`src/design/drdf_pkg.sv`:
```
// Package for the detection row decode filter.
// Holds the row layout constants, register indexes and the structs shared
// between the top level and the row core. No dependencies.
package drdf_pkg;

  // Row layout.
  localparam int unsigned RowColumns   = 22;
  localparam int unsigned CornerValues = 8;
  localparam int unsigned ConfColumn   = 8;
  localparam int unsigned ColorColumn  = 9;
  localparam int unsigned ClassColumn  = 13;
  localparam int unsigned ClassCount   = 9;

  // Field widths.
  localparam int unsigned ValueWidth  = 20;
  localparam int unsigned CornerWidth = 22;
  localparam int unsigned ScaleWidth  = 16;
  localparam int unsigned ColWidth    = 5;
  localparam int unsigned ClassWidth  = 4;
  localparam int unsigned ColorWidth  = 2;
  localparam int unsigned CfgIdxWidth = 3;

  // Scaling: Q12.8 times Q4.12, rounded back to Q.8.
  localparam int unsigned ScaleFrac  = 12;
  localparam int unsigned ProdWidth  = ValueWidth + ScaleWidth + 1;
  localparam int unsigned ShiftWidth = ProdWidth - ScaleFrac;

  // Stream widths, padded to whole bytes.
  localparam int unsigned InDataWidth  = 24;
  localparam int unsigned OutDataWidth = 208;

  // Configuration register indexes.
  typedef enum logic [CfgIdxWidth-1:0] {
    CfgLogitThreshold = 3'd0,
    CfgAcceptEnable   = 3'd1,
    CfgTargetColor    = 3'd2,
    CfgSwapColors     = 3'd3,
    CfgScaleHoriz     = 3'd4,
    CfgScaleVert      = 3'd5
  } cfg_reg_e;

  // Reset values of the registers.
  localparam logic [ScaleWidth-1:0] ScaleReset = 16'd4096;

  // Color argmax codes; grey and purple have bit 1 set.
  localparam logic [ColorWidth-1:0] ColorBlue = 2'd0;
  localparam logic [ColorWidth-1:0] ColorRed  = 2'd1;

  // Configuration as seen by the row core.
  typedef struct packed {
    logic signed [ValueWidth-1:0] conf_threshold;
    logic                         accept_enable;
    logic                         target_color;
    logic                         swap_colors;
    logic [ScaleWidth-1:0]        scale_horizontal;
    logic [ScaleWidth-1:0]        scale_vertical;
  } cfg_t;

  // One decoded detection; corners[0] is top_left_x, corners[7] top_right_y.
  typedef struct packed {
    logic [ClassWidth-1:0]                      class_index;
    logic                                       kept_color;
    logic [ValueWidth-1:0]                      confidence_logit;
    logic [CornerValues-1:0][CornerWidth-1:0]   corners;
  } result_t;

endpackage

```
`src/design/drdf_corner_scale.sv`:
```
// Corner coordinate scaler: multiplies a Q12.8 value by an unsigned Q4.12
// scale, rounds to Q.8 and saturates to signed Q14.8. Uses drdf_pkg.
module drdf_corner_scale (
  input  logic signed [drdf_pkg::ValueWidth-1:0]  value_i,
  input  logic        [drdf_pkg::ScaleWidth-1:0]  scale_i,
  output logic signed [drdf_pkg::CornerWidth-1:0] corner_o
);

  localparam int unsigned PW = drdf_pkg::ProdWidth;
  localparam int unsigned SW = drdf_pkg::ShiftWidth;
  localparam int unsigned CW = drdf_pkg::CornerWidth;

  localparam logic signed [SW-1:0] SatMax = SW'((64'sd1 <<< (CW - 1)) - 64'sd1);
  localparam logic signed [SW-1:0] SatMin = SW'(-(64'sd1 <<< (CW - 1)));
  localparam logic signed [PW-1:0] Half   = PW'(64'sd1 <<< (drdf_pkg::ScaleFrac - 1));

  logic signed [PW-1:0] prod;
  logic signed [PW-1:0] rounded;
  logic signed [SW-1:0] shifted;

  // Signed product with the scale zero-extended, then round half up.
  assign prod    = value_i * $signed({1'b0, scale_i});
  assign rounded = prod + Half;
  assign shifted = rounded[PW-1:drdf_pkg::ScaleFrac];

  // Clamp to the Q14.8 range.
  always_comb begin
    if (shifted > SatMax) begin
      corner_o = SatMax[CW-1:0];
    end else if (shifted < SatMin) begin
      corner_o = SatMin[CW-1:0];
    end else begin
      corner_o = shifted[CW-1:0];
    end
  end

endmodule

```
`src/design/drdf_row_core.sv`:
```
// Row core: tracks the column of each item, stores scaled corners, runs the
// color and class argmax and decides at the last column whether the row is
// kept. Uses drdf_pkg and drdf_corner_scale.
module drdf_row_core (
  input  logic                                   clk_i,
  input  logic                                   rst_ni,
  input  logic                                   item_valid_i,
  input  logic signed [drdf_pkg::ValueWidth-1:0] value_i,
  input  logic                                   row_first_i,
  input  drdf_pkg::cfg_t                         cfg_i,
  output logic                                   emit_o,
  output drdf_pkg::result_t                      result_o
);

  localparam int unsigned VW = drdf_pkg::ValueWidth;
  localparam int unsigned CL = drdf_pkg::ColWidth;
  localparam logic [CL-1:0] LastCol   = CL'(drdf_pkg::RowColumns - 1);
  localparam logic [CL-1:0] ConfCol   = CL'(drdf_pkg::ConfColumn);
  localparam logic [CL-1:0] ColorCol  = CL'(drdf_pkg::ColorColumn);
  localparam logic [CL-1:0] ClassCol  = CL'(drdf_pkg::ClassColumn);
  localparam logic [CL-1:0] CornerEnd = CL'(drdf_pkg::CornerValues);

  logic [CL-1:0]                        col_cnt_q, col_cnt_d;
  logic [CL-1:0]                        col;
  logic signed [VW-1:0]                 conf_q, conf_d;
  logic signed [VW-1:0]                 color_val_q, color_val_d;
  logic [drdf_pkg::ColorWidth-1:0]      color_idx_q, color_idx_d;
  logic signed [VW-1:0]                 class_val_q, class_val_d;
  logic [drdf_pkg::ClassWidth-1:0]      class_idx_q, class_idx_d;
  logic                                 rej_q, rej_d;
  logic [drdf_pkg::CornerWidth-1:0]     corner_q [drdf_pkg::CornerValues];
  logic signed [drdf_pkg::CornerWidth-1:0] scaled;
  logic [drdf_pkg::ScaleWidth-1:0]      scale_sel;
  logic                                 kept;

  // Column of the current item; a row start forces column 0.
  assign col = row_first_i ? '0 : col_cnt_q;

  // Odd columns are y coordinates.
  assign scale_sel = col[0] ? cfg_i.scale_vertical : cfg_i.scale_horizontal;

  drdf_corner_scale u_scale (
    .value_i  (value_i),
    .scale_i  (scale_sel),
    .corner_o (scaled)
  );

  // Next-state logic for the row trackers.
  always_comb begin
    col_cnt_d   = col_cnt_q;
    conf_d      = conf_q;
    color_val_d = color_val_q;
    color_idx_d = color_idx_q;
    class_val_d = class_val_q;
    class_idx_d = class_idx_q;
    rej_d       = rej_q;
    if (item_valid_i) begin
      col_cnt_d = (col == LastCol) ? '0 : col + 1'b1;
      if (col == '0) begin
        rej_d = 1'b0;
      end
      if (col == ConfCol) begin
        conf_d = value_i;
        if (value_i < cfg_i.conf_threshold) begin
          rej_d = 1'b1;
        end
      end
      // Color argmax over columns 9 to 12, first maximum wins.
      if (col >= ColorCol && col < ClassCol) begin
        if (col == ColorCol || value_i > color_val_q) begin
          color_val_d = value_i;
          color_idx_d = drdf_pkg::ColorWidth'(col - ColorCol);
        end
      end
      // Class argmax over columns 13 to 21, first maximum wins.
      if (col >= ClassCol) begin
        if (col == ClassCol || value_i > class_val_q) begin
          class_val_d = value_i;
          class_idx_d = drdf_pkg::ClassWidth'(col - ClassCol);
        end
      end
    end
  end

  // Row decision at the last column.
  assign kept   = color_idx_q[0] ^ cfg_i.swap_colors;
  assign emit_o = item_valid_i && (col == LastCol) && !rej_q && cfg_i.accept_enable
                  && !color_idx_q[1] && (kept == cfg_i.target_color);

  always_comb begin
    for (int i = 0; i < drdf_pkg::CornerValues; i++) begin
      result_o.corners[i] = corner_q[i];
    end
    result_o.confidence_logit = conf_q;
    result_o.kept_color       = kept;
    result_o.class_index      = class_idx_d;
  end

  // Control and tracker registers.
  always_ff @(posedge clk_i or negedge rst_ni) begin
    if (!rst_ni) begin
      col_cnt_q   <= '0;
      conf_q      <= '0;
      color_val_q <= '0;
      color_idx_q <= '0;
      class_val_q <= '0;
      class_idx_q <= '0;
      rej_q       <= 1'b0;
    end else begin
      col_cnt_q   <= col_cnt_d;
      conf_q      <= conf_d;
      color_val_q <= color_val_d;
      color_idx_q <= color_idx_d;
      class_val_q <= class_val_d;
      class_idx_q <= class_idx_d;
      rej_q       <= rej_d;
    end
  end

  // Corner store, written once per corner column.
  always_ff @(posedge clk_i) begin
    if (item_valid_i && col < CornerEnd) begin
      corner_q[col[2:0]] <= scaled;
    end
  end

`ifndef SYNTHESIS
  a_col_range : assert property (@(posedge clk_i) disable iff (!rst_ni)
    col_cnt_q <= LastCol)
    else $error("column count out of range");

  a_emit_last : assert property (@(posedge clk_i) disable iff (!rst_ni)
    emit_o |-> (item_valid_i && col == LastCol))
    else $error("result outside the last column");

  a_row_start_clear : assert property (@(posedge clk_i) disable iff (!rst_ni)
    (item_valid_i && col == '0) |=> !rej_q)
    else $error("reject flag not cleared at row start");

  a_wrap : assert property (@(posedge clk_i) disable iff (!rst_ni)
    (item_valid_i && col == LastCol) |=> col_cnt_q == '0)
    else $error("column count did not wrap after the last column");
`endif

endmodule

```
`src/design/detection_row_decode_filter.sv`:
```
// Top level of the detection row decode filter: input register, config
// registers, row core and result register. Uses drdf_pkg and drdf_row_core.
//
// Usage:
// - s_axis carries one row value per item (tdata) and a row-start flag
//   (tuser). A row is 22 items: 8 corner coordinates, the confidence logit,
//   4 color logits and 9 class logits.
// - m_axis carries one decoded detection for each row that is kept; rows
//   that fail the enable, threshold or color checks give no item.
// - cfg writes one register per handshake; cfg_ready_o is always high.
//   Registers are to be written only while no row item is in flight (the
//   block does not enforce this).
// Timing: an item is registered on acceptance and processed once the result
// register is free, which holds a kept row's result for m_axis. One item
// is taken every cycle unless m_axis stalls, set by the single input stage.
// Stalls: when m_axis holds a result and tready is low, the processing stage
// waits, the input register fills and s_axis_tready drops; no item is lost.
// Reset: clears the column count, row trackers, valids and restores register
// defaults (threshold 0, enable 1, target blue, no swap, unity scales).
module detection_row_decode_filter (
  input  logic                                  clk_i,
  input  logic                                  rst_ni,
  // tdata: value [19:0]; tuser: row_first [0]
  input  logic                                  s_axis_tvalid,
  output logic                                  s_axis_tready,
  input  logic [drdf_pkg::InDataWidth-1:0]      s_axis_tdata,
  input  logic                                  s_axis_tuser,
  // tdata: top_left_x, top_left_y, bottom_left_x, bottom_left_y,
  // bottom_right_x, bottom_right_y, top_right_x, top_right_y (22 bits each),
  // confidence_logit (20), kept_color (1), class_index (4), zero padding
  output logic                                  m_axis_tvalid,
  input  logic                                  m_axis_tready,
  output logic [drdf_pkg::OutDataWidth-1:0]     m_axis_tdata,
  // Configuration write channel
  input  logic                                  cfg_valid_i,
  output logic                                  cfg_ready_o,
  input  logic [drdf_pkg::CfgIdxWidth-1:0]      cfg_index_i,
  input  logic [drdf_pkg::ValueWidth-1:0]       cfg_data_i
);

  localparam int unsigned VW = drdf_pkg::ValueWidth;
  localparam int unsigned RW = $bits(drdf_pkg::result_t);

  logic                 in_valid_q;
  logic signed [VW-1:0] in_value_q;
  logic                 in_first_q;
  logic                 advance;
  logic                 emit;
  drdf_pkg::cfg_t       cfg_q;
  drdf_pkg::result_t    result;
  drdf_pkg::result_t    out_q;
  logic                 out_valid_q;

  // The processing stage moves on when the result register is free.
  assign advance       = in_valid_q && (!out_valid_q || m_axis_tready);
  assign s_axis_tready = !in_valid_q || advance;
  assign cfg_ready_o   = 1'b1;

  // Input register.
  always_ff @(posedge clk_i or negedge rst_ni) begin
    if (!rst_ni) begin
      in_valid_q <= 1'b0;
    end else if (s_axis_tready) begin
      in_valid_q <= s_axis_tvalid;
    end
  end

  always_ff @(posedge clk_i) begin
    if (s_axis_tvalid && s_axis_tready) begin
      in_value_q <= s_axis_tdata[VW-1:0];
      in_first_q <= s_axis_tuser;
    end
  end

  // Configuration registers.
  always_ff @(posedge clk_i or negedge rst_ni) begin
    if (!rst_ni) begin
      cfg_q.conf_threshold   <= '0;
      cfg_q.accept_enable    <= 1'b1;
      cfg_q.target_color     <= drdf_pkg::ColorBlue[0];
      cfg_q.swap_colors      <= 1'b0;
      cfg_q.scale_horizontal <= drdf_pkg::ScaleReset;
      cfg_q.scale_vertical   <= drdf_pkg::ScaleReset;
    end else if (cfg_valid_i) begin
      case (cfg_index_i)
        drdf_pkg::CfgLogitThreshold: cfg_q.conf_threshold   <= cfg_data_i;
        drdf_pkg::CfgAcceptEnable:   cfg_q.accept_enable    <= cfg_data_i[0];
        drdf_pkg::CfgTargetColor:    cfg_q.target_color     <= cfg_data_i[0];
        drdf_pkg::CfgSwapColors:     cfg_q.swap_colors      <= cfg_data_i[0];
        drdf_pkg::CfgScaleHoriz:
          cfg_q.scale_horizontal <= cfg_data_i[drdf_pkg::ScaleWidth-1:0];
        drdf_pkg::CfgScaleVert:
          cfg_q.scale_vertical   <= cfg_data_i[drdf_pkg::ScaleWidth-1:0];
        default: ;
      endcase
    end
  end

  drdf_row_core u_core (
    .clk_i        (clk_i),
    .rst_ni       (rst_ni),
    .item_valid_i (advance),
    .value_i      (in_value_q),
    .row_first_i  (in_first_q),
    .cfg_i        (cfg_q),
    .emit_o       (emit),
    .result_o     (result)
  );

  // Result register.
  always_ff @(posedge clk_i or negedge rst_ni) begin
    if (!rst_ni) begin
      out_valid_q <= 1'b0;
    end else if (advance) begin
      out_valid_q <= emit;
    end else if (m_axis_tready) begin
      out_valid_q <= 1'b0;
    end
  end

  always_ff @(posedge clk_i) begin
    if (advance && emit) begin
      out_q <= result;
    end
  end

  assign m_axis_tvalid = out_valid_q;
  assign m_axis_tdata  = {(drdf_pkg::OutDataWidth - RW)'(0), out_q};

`ifndef SYNTHESIS
  a_in_hold : assert property (@(posedge clk_i) disable iff (!rst_ni)
    (in_valid_q && !advance) |=> (in_valid_q && $stable(in_value_q)
                                  && $stable(in_first_q)))
    else $error("waiting item lost or changed");

  a_out_only_from_core : assert property (@(posedge clk_i) disable iff (!rst_ni)
    (!out_valid_q && !advance) |=> !out_valid_q)
    else $error("result appeared without a processed item");

  a_stall_blocks : assert property (@(posedge clk_i) disable iff (!rst_ni)
    (out_valid_q && !m_axis_tready) |-> !advance)
    else $error("item processed while the result register is stalled");
`endif

endmodule
```
`config.mk`:
```
export PLATFORM = sky130hd
export DESIGN_NAME = detection_row_decode_filter
export DESIGN_NICKNAME = d
export VERILOG_FILES = /design/src/design/drdf_pkg.sv /design/src/design/drdf_corner_scale.sv /design/src/design/drdf_row_core.sv /design/src/design/detection_row_decode_filter.sv
export SDC_FILE = /design/constraint.sdc
export NUM_CORES = 1
export LEC_CHECK = 0
export ABC_CLOCK_PERIOD_IN_PS = 8700
export BUFFER_PORTS_ARGS = -buffer_cell sky130_fd_sc_hd__buf_2
export CAP_MARGIN = 20
export CORE_MARGIN = 2
export CORE_UTILIZATION = 40
export DETAILED_ROUTE_END_ITERATION = 8
export GPL_TIMING_DRIVEN = 1
export PLACE_DENSITY = 0.61
export SYNTH_ARGS = -nofsm -noshare
export SYNTH_HDL_FRONTEND = slang
export SYNTH_SLANG_ARGS = --single-unit
```
`constraint.sdc`:
```
create_clock -name clk_i -period 8.7 [get_ports clk_i]
set_clock_uncertainty 0.2 [all_clocks]
set_input_delay 1.74 -clock clk_i [delete_from_list [all_inputs] [get_ports clk_i]]
set_output_delay 1.74 -clock clk_i [all_outputs]
set_load 0.01 [all_outputs]
```
Word level (Yosys, flattened, before mapping):

Memories as Yosys holds them, arrays and structs flattened. A register that Yosys moved wholly into a read port is not among the register bits.
Index checks and enable logic that the tools add are counted.

* $mul: 1
* reduce and logical (&&, ||, !) cells: 30
* add/subtract/negate cells: 4
* equal/unequal tests: 10
* magnitude comparators: 9
* multiplexer cells: 15
* bitwise logic cells: 1

Operators by type and width (number)
* two-way mux 22 bit: 2
* > comparator 20 bit: 2
* adder 37 x 13 -> 37 bit (second input constant): 1
* multiplier 20 x 17 -> 37 bit: 1
* > comparator 25 x 22 -> 1 bit (second input constant): 1
* less-than comparator 25 x 22 -> 1 bit (second input constant): 1
* less-than comparator 20 bit: 1
* two-way mux 16 bit: 1
* equality test 5 x 4 -> 1 bit (second input constant): 3
* AND reduction 2 bit: 7
* two-way mux 4 bit: 3
* greater-or-equal comparator 5 x 4 -> 1 bit (second input constant): 2
* logical AND 1 bit: 10
* less-than comparator 5 x 4 -> 1 bit (second input constant): 2
* two-way mux 5 bit: 2
* two-way mux 1 bit: 7
* equality test 3 x 2 -> 1 bit (second input constant): 2
* equality test 3 bit (second input constant): 2
* AND reduction 3 bit: 2
* adder 5 x 1 -> 5 bit (second input constant): 1
* equality test 5 bit (second input constant): 1
* zero test 5 bit: 1
* zero test 1 bit: 4
* logical OR 1 bit: 4
* other kinds (7): 7

* output and inout bits: 211
* bits in writable memories: 176
* bits of input ports: 53
* memories kept: 1
* flip-flop bits (word level): 175
* logic and storage cells: 91

Memories
* u_core.corner_q: words 8, width 22, rd ports 8, clocked after memory_dff 8, write ports 1, RTL line drdf_row_core.sv:31 `logic [drdf_pkg::CornerWidth-1:0] corner_q [drdf_pkg::CornerValues];`

Longest topological paths before layout:

* depth in word-level cells: 9
* gate-level depth with buffers: 32
* mapped depth without buffers: 27

Cells and area by module:

A second synthesis with hierarchy kept.

* cell total of the unflattened synthesis: 2506
* area, all modules: 32174.6 um2

Modules (own cells, without submodules)
* drdf_corner_scale: times used 1, cells each 1488, sequential area each 0.0 um2, area each 13092.6 um2
* drdf_row_core: times used 1, cells each 655, sequential area each 7086.8 um2, area each 10105.9 um2
* detection_row_decode_filter: times used 1, cells each 363, sequential area each 8096.5 um2, area each 8976.1 um2

Worst setup path before layout:

OpenSTA, ideal clock, no wires.

* path type: register -> register
* start: reg u_core.col_cnt_q[0]
* end: mem u_core.corner_q[0][10] (netlist bit), data pin
* data arrival time: 7.265 ns
* required time: 8.227 ns
* clock period less this slack: 7.739 ns
* path slack: 0.961 ns
* cell stages (with the launch flop): 30
* path through: dfrtp_1 > nor2b_4 > buf_6 > clkinv_1 > buf_1 > nand2_1 > nand2_1 > clkbuf_1 > clkbuf_1 > nand2_1 > fa_1 > inv_1 > fa_1 > fa_1 > fa_1 > fa_1 > inv_1 > fa_1 > inv_1 > ha_1 > and3_1 > nor2b_1 > a31oi_4 > o21ai_4 > a31oi_4 > o32a_4 > xnor2_1 > a31o_2 > buf_6 > a21o_1

* longest elaborated chain between the ends: 7
* elaborated cells on any way between the ends: 8
* those cells by class: add/sub (1); mul (1); order compare (2); mux (4)

Ends and longest elaborated chain
* start, declared: RTL line drdf_row_core.sv:23 `logic [CL-1:0] col_cnt_q, col_cnt_d;`
* start signal, assigned: RTL line drdf_row_core.sv:110 `col_cnt_q <= col_cnt_d;`
* two-way mux 5 bit (*): RTL line drdf_row_core.sv:37 `assign col = row_first_i ? '0 : col_cnt_q;`
* two-way mux 16 bit (*): RTL line drdf_row_core.sv:40 `assign scale_sel = col[0] ? cfg_i.scale_vertical : cfg_i.scale_horizontal;`
* multiplier 20 x 17 -> 37 bit (*): RTL line drdf_corner_scale.sv:22 `assign prod = value_i * $signed({1'b0, scale_i});`
* adder 37 x 13 -> 37 bit (*): RTL line drdf_corner_scale.sv:23 `assign rounded = prod + Half;`
* less-than comparator 25 x 22 -> 1 bit: RTL line drdf_corner_scale.sv:30 `end else if (shifted < SatMin) begin`
* two-way mux 22 bit: RTL line drdf_corner_scale.sv:30
* two-way mux 22 bit (*): RTL line drdf_corner_scale.sv:28 `if (shifted > SatMax) begin`
* named net u_core.scaled, one bit: RTL line drdf_row_core.sv:32 `logic signed [drdf_pkg::CornerWidth-1:0] scaled;`
* end, declared: RTL line drdf_row_core.sv:31

Mark *: on every way through the listed nets, which the timed path passes. The rest lies on a longest branch.

Final worst setup path:

* start: reg in_first_q
* end: mem u_core.corner_q[2][2] (netlist bit), data pin

* longest elaborated chain between the ends: 7
* elaborated cells on any way between the ends: 8
* those cells by class: add/sub (1); mul (1); order compare (2); mux (4)

Ends and longest elaborated chain
* start, declared: RTL line detection_row_decode_filter.sv:46 `logic in_first_q;`
* start signal, assigned: RTL line detection_row_decode_filter.sv:71 `in_first_q <= s_axis_tuser;`
* two-way mux 5 bit (*): RTL line drdf_row_core.sv:37
* two-way mux 16 bit (*): RTL line drdf_row_core.sv:40
* multiplier 20 x 17 -> 37 bit (*): RTL line drdf_corner_scale.sv:22
* adder 37 x 13 -> 37 bit (*): RTL line drdf_corner_scale.sv:23
* less-than comparator 25 x 22 -> 1 bit: RTL line drdf_corner_scale.sv:30
* two-way mux 22 bit: RTL line drdf_corner_scale.sv:30
* two-way mux 22 bit (*): RTL line drdf_corner_scale.sv:28
* named net u_core.scaled, one bit: RTL line drdf_row_core.sv:32

Marks and branches as above.

==> flow_metrics.env <==
export IMPL_syn_area_per_cell_um2=12.9
export IMPL_ant_nets=0
export IMPL_first_pass_iters=5
export IMPL_synth_cell_area_mm2=0.0314
export IMPL_ys_seq_elements=527
export IMPL_cts_htree_levels=2
export IMPL_insertion_delay_ns=0.63
export IMPL_synth_simple_area_share_pct=8.35
export IMPL_grt_pass1_vias=19500
export IMPL_cp_required_ns=8.83
export IMPL_drc=0
export IMPL_synth_main_ff_cell="edfxtp_1"
export IMPL_yosysSeqAreaShare_pct=48.3
export IMPL_max_stage_delay_ns=0.55
export IMPL_syn_to_final_growth_pct=14.8
export IMPL_rows=102
export IMPL_setup_tns_ns=0
export IMPL_wire_per_inst_um=18.6
export IMPL_synth_top_family_by_area="adder cells"
export IMPL_grt_max_degree=151
export IMPL_synthAdderAreaFrac_pct=27.1
export IMPL_clk_pin_slew_ns=0.06
export IMPL_nets=3268
export IMPL_grt_remaining_overflow=0
export IMPL_drtIter0Drc=1035
export IMPL_synth_enable_flop_cells=398
export IMPL_worstSetupStartpointType="flip-flop"
export IMPL_hold_violations=0
export IMPL_path_class="reg2reg"
export IMPL_synth_top_cell_by_area="edfxtp_1"
export IMPL_rr_worst_depth=28
export IMPL_cpMaxStageDelayCell="fa_1"
export IMPL_grt_setup_unrepaired="false"
export IMPL_via_count=18300
export IMPL_netlist_top_cells_area="edfxtp_1, fa_1, dfrtp_1"
export IMPL_grt_pass1_wl_um=112000
export IMPL_vias_per_cell=4.81
export IMPL_slew_headroom_pct=27.0
export IMPL_maxCapViolations=0
export IMPL_core_area_mm2=0.0776
export IMPL_synth_top_area_share_pct=38.1
export IMPL_hold_buffers=0
export IMPL_synthDistinctLibCells=63
export IMPL_drt_wl_total_um=71100
export IMPL_hold_end="m_axis_tdata[150]"
export IMPL_grt_util_all_layers_pct=18.0
export IMPL_path_common_cell="fa_1"
export IMPL_gp_congestion=0.841
export IMPL_synth_area_mux_share_pct=3.87
export IMPL_crit_path_end_kind="flip-flop"
export IMPL_async_reset_ff_share_pct=24.5
export IMPL_chipHeight_um=284
export IMPL_initial_core_util_pct=40.5
export IMPL_cts_sinks=527
export IMPL_timing_rr_end="u_core.corner_q[2][2]"
export IMPL_diodes=0
export IMPL_hold_depth=0
export IMPL_dieArea_mm2=0.0808
export IMPL_io_pins=264
export IMPL_timing_fmax_mhz=121
export IMPL_hold_class="reg2reg"
export IMPL_final_setup_viol_count=0
export IMPL_post_dp_hpwl_um=52900
export IMPL_die_x_um=284
export IMPL_drive_above_1_share_pct=19.3
export IMPL_post_route_min_period_ns=8.25
export IMPL_cts_tree="yes"
export IMPL_cts_buffers=55
export IMPL_min_delay_start="u_core.corner_q[6][18]"
export IMPL_synth_xor_area_share_pct=1.06
export IMPL_synth_cells=2442
export IMPL_post_route_period_util_pct=94.8
export IMPL_cts_root_buffer_cell="clkbuf_16"
export IMPL_status="complete, no violations"
export IMPL_worstPathArrival_ns=8.38
export IMPL_antenna_found_initial=0
export IMPL_slew_violations=0
export IMPL_r2r_slack_ns=0.45
export IMPL_worst_pin_slew_ns=1.09
export IMPL_r2r_start="in_first_q"
export IMPL_clk_path_buf_depth=3
export IMPL_synth_compound_area_share_pct=4.05
export IMPL_yosys_warnings=0
export IMPL_io_buffers=251
export IMPL_cp_max_fo=21
flip-flops by register name, indices dropped and copies added (netlist names), 5 cells and up:
name / count
u_core.col_cnt_q: 5
u_core.class_val_q: 20
u_core.corner_q: 176
u_core.conf_q: 20
u_core.color_val_q: 20
m_axis_tdata: 201
cfg_q: 55
in_value_q: 20
synthesized netlist by cell type (all sizes together), types with 4 or more instances:
cell / count
clkbuf: 66
o31ai: 6
nor3b: 4
ha: 168
nand2: 194
and4: 5
nand4: 13
mux2i: 10
xnor2: 23
nor2b: 152
nor2: 29
dfrtp: 126
nand2b: 21
a31oi: 4
nand3: 12
buf: 35
fa: 320
o21ai: 50
a221oi: 4
and2: 48
inv: 484
o21a: 7
edfxtp: 398
nor3: 8
a21oi: 41
a21o: 55
o211ai: 4
mux2: 99
xor2: 15
per-layer routing:
layer | wire, µm | GRT usage, % | vias to the layer above | share of wire [%]
li1 | - | - | 8391 | -
met1 | 31500 | 24.0 | 9424 | 44
met2 | 34500 | 30.5 | 423 | 49
met3 | 2980 | 2.55 | 107 | 4.2
met4 | 2120 | 5.51 | 0 | 3.0
met5 | 0 | 0 | - | 0
worst max path at each step:
stage | startpoint | to | slack, ns | depth (start not counted)
2_1_floorplan | u_core.col_cnt_q[0] | u_core.corner_q[0][10] | 0.96 | 29
5_1_grt | in_first_q | u_core.corner_q[6][14] | 0.06 | 28
4_1_cts | in_first_q | u_core.corner_q[2][15] | 0.40 | 28
6_report | in_first_q | u_core.corner_q[2][2] | 0.45 | 28
3_3_place_gp | in_first_q | u_core.corner_q[2][15] | 0.51 | 28
3_5_place_dp | in_first_q | u_core.corner_q[2][15] | 0.40 | 28
cell families (layout without fill, tap and decap cells):
kind of cell,count (synthesis),after routing
xor gates and xnor gates,38,38
DFF,527,527
muxes,109,109
buffers and inverters,587,910
and+or+nand+nor,504,504
other,2,8
AOI/OAI and AO/OA,187,187
adders and majority gates,488,488
critical path: cells and delay by family, from the launching register on:
family | cells | cell delay, ns
adders and majority gates | 7 | 3.44
AOI/OAI and AO/OA | 8 | 2.09
and+or+nand+nor | 5 | 0.84
buffers and inverters | 7 | 0.73
DFF | 1 | 0.42
xor gates and xnor gates | 1 | 0.18
cell type report:
class                           count  area [µm²]
Tap cell                         1040        1300
Fill cell                        7013       41500
Timing Repair Buffer              323        1890
Clock inverter                     36         397
Clock buffer                       65        1410
Sequential cell                   527       15200
Inverter                          486        1830
Multi-Input combinational cell   1334       14000
stage by stage:
| step | util [%] | hold WS [ns] | instance area [µm²] | setup slack [ns] | instances |
|---|---|---|---|---|---|
| after floorplan | - | 0.200 | 31400 | 0.961 | 2448 |
| after global placement | 44.1 | 0.202 | 34200 | 0.505 | 3707 |
| after detailed placement | 44.1 | 0.205 | 34200 | 0.396 | 3709 |
| after CTS | 46.5 | 0.166 | 36000 | 0.396 | 3810 |
| after global routing | 46.5 | 0.170 | 36100 | 0.0561 | 3811 |
| final | 46.5 | 0.170 | 36100 | 0.450 | 3811 |
what timing repair did:
action / 4_1_cts / 5_1_grt
endpoints found under the setup margin: 0 / 8
gates resized for setup: 0 / 1
setup buffers: 0 / 0
placed cells by master, fill, tap and decap left out, types with 4 or more instances in the layout:
| cell type | count |
|---|---|
| conb_1 | 8 |
| a21o_1 | 54 |
| clkbuf_16 | 55 |
| buf_4 | 65 |
| mux2_2 | 99 |
| clkinv_2 | 12 |
| xnor2_1 | 23 |
| nor3b_1 | 4 |
| and4_1 | 5 |
| nand2b_1 | 21 |
| buf_12 | 6 |
| a21oi_1 | 41 |
| xor2_1 | 15 |
| inv_1 | 483 |
| nand2_1 | 194 |
| nor3_1 | 5 |
| and2_1 | 48 |
| nand3_1 | 12 |
| bufinv_16 | 5 |
| nand4_1 | 13 |
| dfrtp_1 | 126 |
| ha_1 | 168 |
| o21ai_0 | 45 |
| nor2b_1 | 151 |
| mux2i_1 | 10 |
| clkinv_1 | 9 |
| o31ai_1 | 6 |
| buf_2 | 250 |
| fa_1 | 320 |
| edfxtp_1 | 398 |
| clkbuf_1 | 10 |
| o21a_1 | 6 |
| nor2_1 | 24 |
Power is left out: the tool's default activity adds up to more than one toggle a clock period on the data nets, which glitch-free logic cannot reach.
